===== config.mk =====
export PLATFORM = sky130hd
export DESIGN_NAME = http_chunked_body_decoder_core
export DESIGN_NICKNAME = d
export VERILOG_FILES = /design/src/design/chbd_pkg.sv /design/src/design/chbd_step.sv /design/src/design/http_chunked_body_decoder_core.sv
export SDC_FILE = /design/constraint.sdc
export NUM_CORES = 1
export LEC_CHECK = 0
export BUFFER_PORTS_ARGS = -buffer_cell sky130_fd_sc_hd__buf_2
export CAP_MARGIN = 20
export CORE_ASPECT_RATIO = 1.25
export CORE_MARGIN = 2
export CORE_UTILIZATION = 58
export DETAILED_ROUTE_END_ITERATION = 7
export PLACE_DENSITY_LB_ADDON = 0.25
export SLEW_MARGIN = 30
export SYNTH_ARGS = -nofsm -noshare
export SYNTH_HDL_FRONTEND = slang
export SYNTH_SLANG_ARGS = --single-unit

===== constraint.sdc =====
create_clock -name clk -period 9.9 [get_ports clk]
set_input_delay 0.495 -clock clk [delete_from_list [all_inputs] [get_ports clk]]
set_output_delay 0.495 -clock clk [all_outputs]
set_load 0.02 [all_outputs]

===== src/design/chbd_pkg.sv =====
// Shared types, character codes and helpers for the chunked body decoder.
package chbd_pkg;

  // Decoder phase
  typedef enum logic [2:0] {
    PH_SIZE,
    PH_DATA,
    PH_DATA_CR,
    PH_DATA_LF,
    PH_TRAILER,
    PH_DONE,
    PH_ERROR
  } chbd_phase_t;

  // Framing characters
  localparam logic [7:0] CH_CR    = 8'h0D;
  localparam logic [7:0] CH_LF    = 8'h0A;
  localparam logic [7:0] CH_SPACE = 8'h20;
  localparam logic [7:0] CH_TAB   = 8'h09;
  localparam logic [7:0] CH_SEMI  = 8'h3B;

  // Per-line and per-phase control state (chunk size is kept apart, its width varies)
  typedef struct packed {
    chbd_phase_t phase;
    logic        digit_seen;
    logic        digits_closed;
    logic        in_extension;
    logic        saw_cr;
    logic        trailer_line_empty;
  } chbd_ctl_t;

  localparam chbd_ctl_t CTL_RESET = '{
    phase:              PH_SIZE,
    digit_seen:         1'b0,
    digits_closed:      1'b0,
    in_extension:       1'b0,
    saw_cr:             1'b0,
    trailer_line_empty: 1'b1
  };

  // One result item
  typedef struct packed {
    logic [7:0] out_byte;
    logic       payload_valid;
    logic       body_done;
    logic       format_error;
  } chbd_res_t;

  // Hex digit decode: bit 4 is valid, bits 3:0 the value
  function automatic logic [4:0] hex_decode(input logic [7:0] c);
    logic [4:0] r;
    r = 5'd0;
    case (c) inside
      [8'h30:8'h39]: r = {1'b1, c[3:0]};
      [8'h41:8'h46],
      [8'h61:8'h66]: r = {1'b1, c[3:0] + 4'd9};
      default:       r = 5'd0;
    endcase
    return r;
  endfunction

endpackage


===== src/design/chbd_step.sv =====
// Next-state and result logic for one body byte.
module chbd_step #(
  parameter int LEN_BITS = 31
) (
  input  logic [7:0]          c_byte,
  input  logic                first,
  input  chbd_pkg::chbd_ctl_t ctl,
  input  logic [LEN_BITS-1:0] rem,
  output chbd_pkg::chbd_ctl_t ctl_nxt,
  output logic [LEN_BITS-1:0] rem_nxt,
  output chbd_pkg::chbd_res_t res
);

  chbd_pkg::chbd_ctl_t ctl_cur;
  logic [LEN_BITS-1:0] rem_cur;
  logic [LEN_BITS-1:0] rem_dec;
  logic [4:0]          hex;
  logic                pay;

  // Restart clears everything before the byte is decoded
  assign ctl_cur = first ? chbd_pkg::CTL_RESET : ctl;
  assign rem_cur = first ? '0 : rem;
  assign rem_dec = rem_cur - LEN_BITS'(1);
  assign hex     = chbd_pkg::hex_decode(c_byte);

  always_comb begin
    ctl_nxt = ctl_cur;
    rem_nxt = rem_cur;
    pay     = 1'b0;
    case (ctl_cur.phase)
      // Size line: hex digits, optional blanks, optional extension, CR LF
      chbd_pkg::PH_SIZE: begin
        if (ctl_cur.saw_cr) begin
          if (c_byte != chbd_pkg::CH_LF || !ctl_cur.digit_seen) begin
            ctl_nxt.phase = chbd_pkg::PH_ERROR;
          end else begin
            ctl_nxt.digit_seen    = 1'b0;
            ctl_nxt.digits_closed = 1'b0;
            ctl_nxt.in_extension  = 1'b0;
            ctl_nxt.saw_cr        = 1'b0;
            if (rem_cur == '0) begin
              ctl_nxt.trailer_line_empty = 1'b1;
              ctl_nxt.phase              = chbd_pkg::PH_TRAILER;
            end else begin
              ctl_nxt.phase = chbd_pkg::PH_DATA;
            end
          end
        end else if (c_byte == chbd_pkg::CH_CR) begin
          ctl_nxt.saw_cr = 1'b1;
        end else if (c_byte == chbd_pkg::CH_LF) begin
          ctl_nxt.phase = chbd_pkg::PH_ERROR;
        end else if (ctl_cur.in_extension) begin
          ctl_nxt.in_extension = 1'b1;
        end else if (c_byte == chbd_pkg::CH_SEMI) begin
          ctl_nxt.in_extension = 1'b1;
        end else if (c_byte == chbd_pkg::CH_SPACE || c_byte == chbd_pkg::CH_TAB) begin
          if (ctl_cur.digit_seen) ctl_nxt.digits_closed = 1'b1;
        end else if (!hex[4] || ctl_cur.digits_closed) begin
          ctl_nxt.phase = chbd_pkg::PH_ERROR;
        end else if (rem_cur[LEN_BITS-1 -: 4] != 4'd0) begin
          // size would not fit
          ctl_nxt.phase = chbd_pkg::PH_ERROR;
        end else begin
          rem_nxt            = {rem_cur[LEN_BITS-5:0], hex[3:0]};
          ctl_nxt.digit_seen = 1'b1;
        end
      end
      // Payload pass-through
      chbd_pkg::PH_DATA: begin
        pay     = 1'b1;
        rem_nxt = rem_dec;
        if (rem_dec == '0) ctl_nxt.phase = chbd_pkg::PH_DATA_CR;
      end
      chbd_pkg::PH_DATA_CR: begin
        ctl_nxt.phase = (c_byte == chbd_pkg::CH_CR) ? chbd_pkg::PH_DATA_LF
                                                    : chbd_pkg::PH_ERROR;
      end
      chbd_pkg::PH_DATA_LF: begin
        if (c_byte == chbd_pkg::CH_LF) begin
          ctl_nxt.digit_seen    = 1'b0;
          ctl_nxt.digits_closed = 1'b0;
          ctl_nxt.in_extension  = 1'b0;
          ctl_nxt.saw_cr        = 1'b0;
          rem_nxt               = '0;
          ctl_nxt.phase         = chbd_pkg::PH_SIZE;
        end else begin
          ctl_nxt.phase = chbd_pkg::PH_ERROR;
        end
      end
      // Trailer lines are skipped; an empty line ends the body
      chbd_pkg::PH_TRAILER: begin
        if (ctl_cur.saw_cr) begin
          if (c_byte != chbd_pkg::CH_LF) begin
            ctl_nxt.phase = chbd_pkg::PH_ERROR;
          end else begin
            ctl_nxt.saw_cr = 1'b0;
            if (ctl_cur.trailer_line_empty) ctl_nxt.phase = chbd_pkg::PH_DONE;
            else ctl_nxt.trailer_line_empty = 1'b1;
          end
        end else if (c_byte == chbd_pkg::CH_CR) begin
          ctl_nxt.saw_cr = 1'b1;
        end else if (c_byte == chbd_pkg::CH_LF) begin
          ctl_nxt.phase = chbd_pkg::PH_ERROR;
        end else begin
          ctl_nxt.trailer_line_empty = 1'b0;
        end
      end
      chbd_pkg::PH_DONE: begin
        ctl_nxt.phase = chbd_pkg::PH_DONE;
      end
      default: begin
        ctl_nxt.phase = chbd_pkg::PH_ERROR;
      end
    endcase
  end

  // Result fields
  assign res.out_byte      = pay ? c_byte : 8'd0;
  assign res.payload_valid = pay;
  assign res.body_done     = (ctl_nxt.phase == chbd_pkg::PH_DONE);
  assign res.format_error  = (ctl_nxt.phase == chbd_pkg::PH_ERROR);

endmodule


===== src/design/http_chunked_body_decoder_core.sv =====
// A request is captured by the input register when accepted; its result then moves into the
// result register, with out_valid high, once that register is free (empty or taken).
// Throughput: one byte per cycle unless out_ready stalls; the decode state loop is combinational.
// The input register can still take one request while a finished result waits on out_ready.
// Reset (rst_n low, synchronous): pipeline empty, decoder in the size line phase,
// chunk size zero. in_first_of_body restarts decoding at any byte.
module http_chunked_body_decoder_core #(
  parameter int LEN_BITS = 31
) (
  input  logic       clk,
  input  logic       rst_n,
  input  logic       in_valid,
  output logic       in_ready,
  input  logic [7:0] in_byte,
  input  logic       in_first_of_body,
  output logic       out_valid,
  input  logic       out_ready,
  output logic [7:0] out_byte,
  output logic       out_payload_valid,
  output logic       out_body_done,
  output logic       out_format_error
);

  logic                s1_valid_r;
  logic [7:0]          s1_byte_r;
  logic                s1_first_r;
  chbd_pkg::chbd_ctl_t ctl_r;
  chbd_pkg::chbd_ctl_t ctl_nxt;
  logic [LEN_BITS-1:0] rem_r;
  logic [LEN_BITS-1:0] rem_nxt;
  chbd_pkg::chbd_res_t res_nxt;
  chbd_pkg::chbd_res_t res_r;
  logic                out_valid_r;
  logic                out_adv;
  logic                step_fire;

  // Handshake: result register frees up when empty or taken
  assign out_adv   = !out_valid_r || out_ready;
  assign in_ready  = !s1_valid_r || out_adv;
  assign step_fire = s1_valid_r && out_adv;

  // Input register
  always_ff @(posedge clk) begin
    if (!rst_n) begin
      s1_valid_r <= 1'b0;
    end else if (in_ready) begin
      s1_valid_r <= in_valid;
    end
  end

  always_ff @(posedge clk) begin
    if (in_ready && in_valid) begin
      s1_byte_r  <= in_byte;
      s1_first_r <= in_first_of_body;
    end
  end

  // Decode logic
  chbd_step #(
    .LEN_BITS (LEN_BITS)
  ) u_step (
    .c_byte  (s1_byte_r),
    .first   (s1_first_r),
    .ctl     (ctl_r),
    .rem     (rem_r),
    .ctl_nxt (ctl_nxt),
    .rem_nxt (rem_nxt),
    .res     (res_nxt)
  );

  // Decoder state, updated once per decoded byte
  always_ff @(posedge clk) begin
    if (!rst_n) begin
      ctl_r <= chbd_pkg::CTL_RESET;
      rem_r <= '0;
    end else if (step_fire) begin
      ctl_r <= ctl_nxt;
      rem_r <= rem_nxt;
    end
  end

  // Result register
  always_ff @(posedge clk) begin
    if (!rst_n) begin
      out_valid_r <= 1'b0;
    end else if (out_adv) begin
      out_valid_r <= s1_valid_r;
    end
  end

  always_ff @(posedge clk) begin
    if (step_fire) begin
      res_r <= res_nxt;
    end
  end

  assign out_valid         = out_valid_r;
  assign out_byte          = res_r.out_byte;
  assign out_payload_valid = res_r.payload_valid;
  assign out_body_done     = res_r.body_done;
  assign out_format_error  = res_r.format_error;

  // Error is sticky until a restart
  a_err_sticky: assert property (@(posedge clk) disable iff (!rst_n)
    (step_fire && !s1_first_r && ctl_r.phase == chbd_pkg::PH_ERROR)
      |=> (ctl_r.phase == chbd_pkg::PH_ERROR))
    else $error("error phase left without restart");

  // Payload only comes out of the data phase
  a_pay_phase: assert property (@(posedge clk) disable iff (!rst_n)
    (step_fire && res_nxt.payload_valid)
      |-> (!s1_first_r && ctl_r.phase == chbd_pkg::PH_DATA && rem_r != '0))
    else $error("payload outside data phase");

  // A payload result never carries done or error
  a_pay_excl: assert property (@(posedge clk) disable iff (!rst_n)
    (out_valid_r && res_r.payload_valid) |-> (!res_r.body_done && !res_r.format_error))
    else $error("payload with done or error");

  // A stalled result is not overwritten
  a_res_hold: assert property (@(posedge clk) disable iff (!rst_n)
    (out_valid_r && !out_ready) |=> (out_valid_r && $stable(res_r)))
    else $error("stalled result changed");

endmodule

### Word level (Yosys, flattened, before mapping)

Cells that the tools add are included.

* bits in registers: 61
* output and inout bits: 13
* bits of input ports: 13
* word-level logic and storage cells: 108

* multiplexer cells: 53
* $lt $le $gt $ge: 6
* reductions and logical operators: 19
* add/subtract/negate cells: 2
* equality and inequality tests: 13

Operators by type and width (count)
* $mux W31: 10
* $pmux W31 S3: 1
* $logic_not A31 Y1: 2
* $mux W3: 14
* $sub A31 B1 Y31 const B: 1
* $mux W5: 5
* $eq A8 B4 Y1 const B: 3
* $pmux W3 S6: 1
* $eq A8 B6 Y1 const B: 2
* $ge A8 B7 Y1 const B: 2
* $le A8 B7 Y1 const B: 2
* $eq A3 B3 Y1 const B: 4
* $mux W1: 12
* $ge A8 B6 Y1 const B: 1
* $le A8 B6 Y1 const B: 1
* $mux W4: 2
* $mux W8: 1
* $ne A8 B4 Y1 const B: 1
* $mux W7: 1
* $eq A3 B2 Y1 const B: 2
* $mux W6: 1
* $pmux W3 S2: 1
* $logic_and A1 B1 Y1: 5
* $logic_or A1 B1 Y1: 5
* 9 further kinds: 13

### Logic depth before layout (Yosys ltp)

* depth after elaboration: 16
* mapped depth: 15
* depth with buffers taken out: 11

### By module

Synthesis repeated with hierarchy kept, for this count alone.

* cells, all modules: 682
* area, all modules: 5092.4 µm²

By module, submodules not included
* chbd_step: cells each 483, sequential area each 0.0 µm², area an instance 2851.5 µm², instances 1
* http_chunked_body_decoder_core: cells each 199, sequential area each 1421.4 µm², area an instance 2240.9 µm², instances 1

### Least setup slack after synthesis

OpenSTA, ideal clock, no wires.

* path type: flip-flop to flip-flop
* start: register s1_first_r
* end: register ctl_r[5] (netlist name)
* buffers on the path: 4
* data arrival time: 3132 ps
* setup slack: 6648 ps
* data required time: 9780 ps
* library setup time: 120 ps
* period minus slack after synthesis: 3252 ps
* cell stages (with the launch flop): 16
* cells stage by stage: edfxtp_1 > buf_2 > clkbuf_1 > clkbuf_1 > nor2b_1 > inv_1 > ha_1 > clkbuf_1 > or3b_2 > nor4_1 > a41oi_1 > a21oi_1 > nand3_1 > nor4_2 > nor2_1 > o31a_1

* cells in the longest elaborated chain, start to end: 11
* elaborated cells on any way between the ends: 32
* classes of those cells: add/sub (1); eq/ne (5); mux (19); reduce/logical (7)

Ends and longest elaborated chain
* start: declaration: RTL line http_chunked_body_decoder_core.sv:26 `logic s1_first_r;`
* start signal: assignment: RTL line http_chunked_body_decoder_core.sv:54 `s1_first_r <= in_first_of_body;`
* branches (longest 10 deep; another with $sub A31 B1 Y31)
* $pmux W3 S6 *: RTL line chbd_step.sv:30 `case (ctl_cur.phase)`
* end signal: assignment: RTL line http_chunked_body_decoder_core.sv:74 `ctl_r <= chbd_pkg::CTL_RESET;`
* end signal: assignment: RTL line http_chunked_body_decoder_core.sv:77 `ctl_r <= ctl_nxt;`
* end: declaration: RTL line http_chunked_body_decoder_core.sv:27 `chbd_pkg::chbd_ctl_t ctl_r;`

Mark *: on every way between the ends.
A chain may end at the register's enable or synchronous reset.

==> results.json <==
{
  "cp.required_ns": 10.12,
  "kind_of_start_point_of_the_critical_path": "flop",
  "cp-end-kind": "flop",
  "static-leakage-power_nw": 1.81,
  "post_drt_wl_per_cell_um": 22.6,
  "antenna_violating_nets_post_route": 0,
  "clkLatencyLatePin_ns": 0.37,
  "power-per-cell-area_mw_per_mm2": 133,
  "timing.final.crit_share_pct": 40.4,
  "post-route-min-period_ns": 4.00,
  "clock.fmax_mhz": 250,
  "whs_ns": 0.292,
  "count_of_flip_flops_with_a_built_in_enable_after_synthesis": 20,
  "port-buffer-count": 25,
  "postSynthCellCount": 630,
  "synthesis.yosys.warnings": 0,
  "cts_sinks": 61,
  "area_growth_syn_to_layout_pct": 4.52,
  "grt_remaining_overflow": 0,
  "tritoncts": "done",
  "rsz_0062_raised_after_global_routing": "no",
  "tritoncts.num_buffers": 9,
  "vias": 5162,
  "synth_nets": 650,
  "irDropWorstVdd_v": 0.0000984,
  "timing_worst_setup_path_type": "reg -> reg",
  "clock_tree.root_cell": "sky130_fd_sc_hd__clkbuf_8",
  "post-route-worst-setup-slack_ns": 5.90,
  "timing.critical_path.fanout_max": 45,
  "timing.setup.tns_ns": 0,
  "fp_rows": 36,
  "synth_commonest_cells": "sky130_fd_sc_hd__nor2_1 (57), sky130_fd_sc_hd__o21ai_0 (54), sky130_fd_sc_hd__a21oi_1 (53), sky130_fd_sc_hd__nand2_1 (49), sky130_fd_sc_hd__clkbuf_1 (47)",
  "placement.setup.worst_slack_ns": 6.00,
  "drcViolationCount": 0,
  "clkSlewWorstSetupHoldPaths_ns": 0.08,
  "fp.coreArea_mm2": 0.00788,
  "yosys_register_bits": 61,
  "clk_path_buf_depth": 2,
  "slew_worst_pin_ns": 1.03,
  "postSynthAreaPerCell_um2": 7.56,
  "route.detailed.vias_per_inst": 7.23,
  "critical_path_data_arrival_time_ns": 4.22,
  "share_of_layout_cells_above_drive_strength_1_pct": 10.7,
  "synth_cell_type_count": 77,
  "antenna_found_initial": 0,
  "global_route_wire_length_before_repair_mm": 25.4,
  "routed_wl_mm": 16.1,
  "gpl_wtd_cong": 0.970,
  "num-fill-cells": 719,
  "cts_resized": 0,
  "insertedDiodeCount": 0,
  "finalNetCount": 634,
  "report.final.hold_viol_count": 0,
  "finalMaxSlewViolations": 0,
  "die_width_um": 85.1,
  "ys_dominant_reg_cell": "sky130_fd_sc_hd__dfxtp_1",
  "netlist_top_cells_area": "sky130_fd_sc_hd__dfxtp_1 (17%), sky130_fd_sc_hd__edfxtp_1 (13%), sky130_fd_sc_hd__o21ai_0 (5.7%)",
  "die_height_um": 105,
  "post_cts_setup_buffer_count": 0,
  "syn-cell-area_mm2": 0.00476,
  "cts-hold-fix-buffers": 0,
  "clock_skew_ns": 0.00518,
  "top_level_ports": 26,
  "result_of_the_run": "complete, no violations",
  "hold_class": "in -> reg",
  "ys_seq_area_share_pct": 29.8,
  "first_global_vias": 4824,
  "synth_largest_type_area_fraction_pct": 17.2,
  "floorplan.initialDensity_pct": 60.4,
  "initialDrtViolationCount": 595,
  "cts-htree-levels": 3,
  "dr.pass1.iters": 5,
  "drv_cap": 0,
  "synthMostInstantiatedCell": "sky130_fd_sc_hd__nor2_1",
  "gr-usage-all-layers_pct": 36.2,
  "relSlewSlack_pct": 31.1,
  "final-setup-viol-count": 0,
  "floorplan.die_area_mm2": 0.00896,
  "place_hpwl_mm": 11.0,
  "async_reset_ff_share_pct": 0,
  "leading_area_contributor_after_synthesis": "sky130_fd_sc_hd__dfxtp_1",
  "grt_start_max_net_pins": 46
}
==> cells in the final DEF, fill, tap and decap left out, types with 10 or more instances in the layout <==
| cell | Yosys | layout |
|---|---|---|
| sky130_fd_sc_hd__edfxtp_1 | 20 | 20 |
| sky130_fd_sc_hd__o21ai_0 | 54 | 54 |
| sky130_fd_sc_hd__inv_1 | 14 | 14 |
| sky130_fd_sc_hd__nand2b_1 | 11 | 11 |
| sky130_fd_sc_hd__a21oi_1 | 53 | 53 |
| sky130_fd_sc_hd__nand2_1 | 49 | 49 |
| sky130_fd_sc_hd__nor4_1 | 10 | 10 |
| sky130_fd_sc_hd__nand3_1 | 25 | 25 |
| sky130_fd_sc_hd__nor2_1 | 57 | 57 |
| sky130_fd_sc_hd__nor3_1 | 26 | 26 |
| sky130_fd_sc_hd__nand4_1 | 10 | 10 |
| sky130_fd_sc_hd__buf_2 | 7 | 25 |
| sky130_fd_sc_hd__dfxtp_1 | 41 | 41 |
| sky130_fd_sc_hd__and2_1 | 11 | 11 |
| sky130_fd_sc_hd__o22ai_1 | 17 | 17 |
==> through the flow <==
| step | area (µm²) | utilization (%) | power, mW | instances |
|---|---|---|---|---|
| 6_report | 4980 | 63.2 | 0.661 | 714 |
| 5_1_grt | 4980 | 63.2 | 0.687 | 714 |
| 4_1_cts | 4980 | 63.2 | 0.657 | 714 |
| 3_5_place_dp | 4800 | 60.9 | 0.454 | 698 |
| 3_3_place_gp | 4800 | 60.9 | 0.453 | 698 |
| 2_1_floorplan | 4760 | - | 0.408 | 630 |
==> path summary, 6_finish.rpt <==
path | startpoint | to | slack, ns | cells past startpoint
worst max-delay path | s1_first_r | out_format_error | 5.90 | 12
worst min-delay path | in_byte[5] | s1_byte_r[5] | 0.29 | 1
worst max register to register | s1_first_r | out_format_error | 5.90 | 12
worst min register to register | rem_r[26] | rem_r[26] | 0.52 | 2
==> layout make-up <==
| class | count | area (µm²) | area share (%) |
|---|---|---|---|
| Timing Repair Buffer | 31 | 170 | 3.42 |
| Clock buffer | 9 | 124 | 2.49 |
| Clock inverter | 7 | 51.3 | 1.03 |
| Tap cell | 95 | 119 | 2.39 |
| Multi-Input combinational cell | 494 | 3030 | 60.8 |
| Sequential cell | 61 | 1420 | 28.5 |
| Inverter | 17 | 63.8 | 1.28 |
==> layer usage <==
metal | track usage (%) | vias up | share of wire, %
met2 | 58.4 | 340 | 47
met5 | 0 | - | 0
met1 | 42.6 | 2411 | 37
met4 | 22.9 | 0 | 6.2
li1 | - | 2334 | -
met3 | 8.46 | 77 | 9.1
==> power breakdown <==
| group | switching (mW) | leakage (nW) | internal [mW] |
|---|---|---|---|
| logic | 0.115 | 1.21 | 0.0570 |
| registers | 0.0153 | 0.524 | 0.268 |
| clock network | 0.115 | 0.0755 | 0.0908 |
| total | 0.245 | 1.81 | 0.416 |
==> cells by family after synthesis <==
logic type      synth area share [%]
compound gates                  29.5
buf+inv                         6.57
flops                           29.8
xor+xnor                        1.10
fa+ha+maj                       1.84
simple gates                    29.3
mux                             1.92
==> state kept, by name (all words and copies together), names as in the netlist <==
name,count
ctl_r,8
out_body_done,1
out_byte,8
out_format_error,1
out_payload_valid,1
out_valid,1
rem_r,31
s1_byte_r,8
s1_first_r,1
s1_valid_r,1
==> worst max-delay path: stages (launching register included) <==
cell	delay, ns
sky130_fd_sc_hd__edfxtp_1	0.32
sky130_fd_sc_hd__buf_4	0.43
sky130_fd_sc_hd__inv_1	0.13
sky130_fd_sc_hd__nand2_1	0.21
sky130_fd_sc_hd__ha_1	0.67
sky130_fd_sc_hd__clkinv_1	0.48
sky130_fd_sc_hd__nor2_1	0.24
sky130_fd_sc_hd__nand2_1	0.09
sky130_fd_sc_hd__o311ai_0	0.35
sky130_fd_sc_hd__o2111ai_1	0.19
sky130_fd_sc_hd__nor4_2	0.41
sky130_fd_sc_hd__a21oi_1	0.15
sky130_fd_sc_hd__nor3_1	0.16
Power figures use the tool's default switching activity.
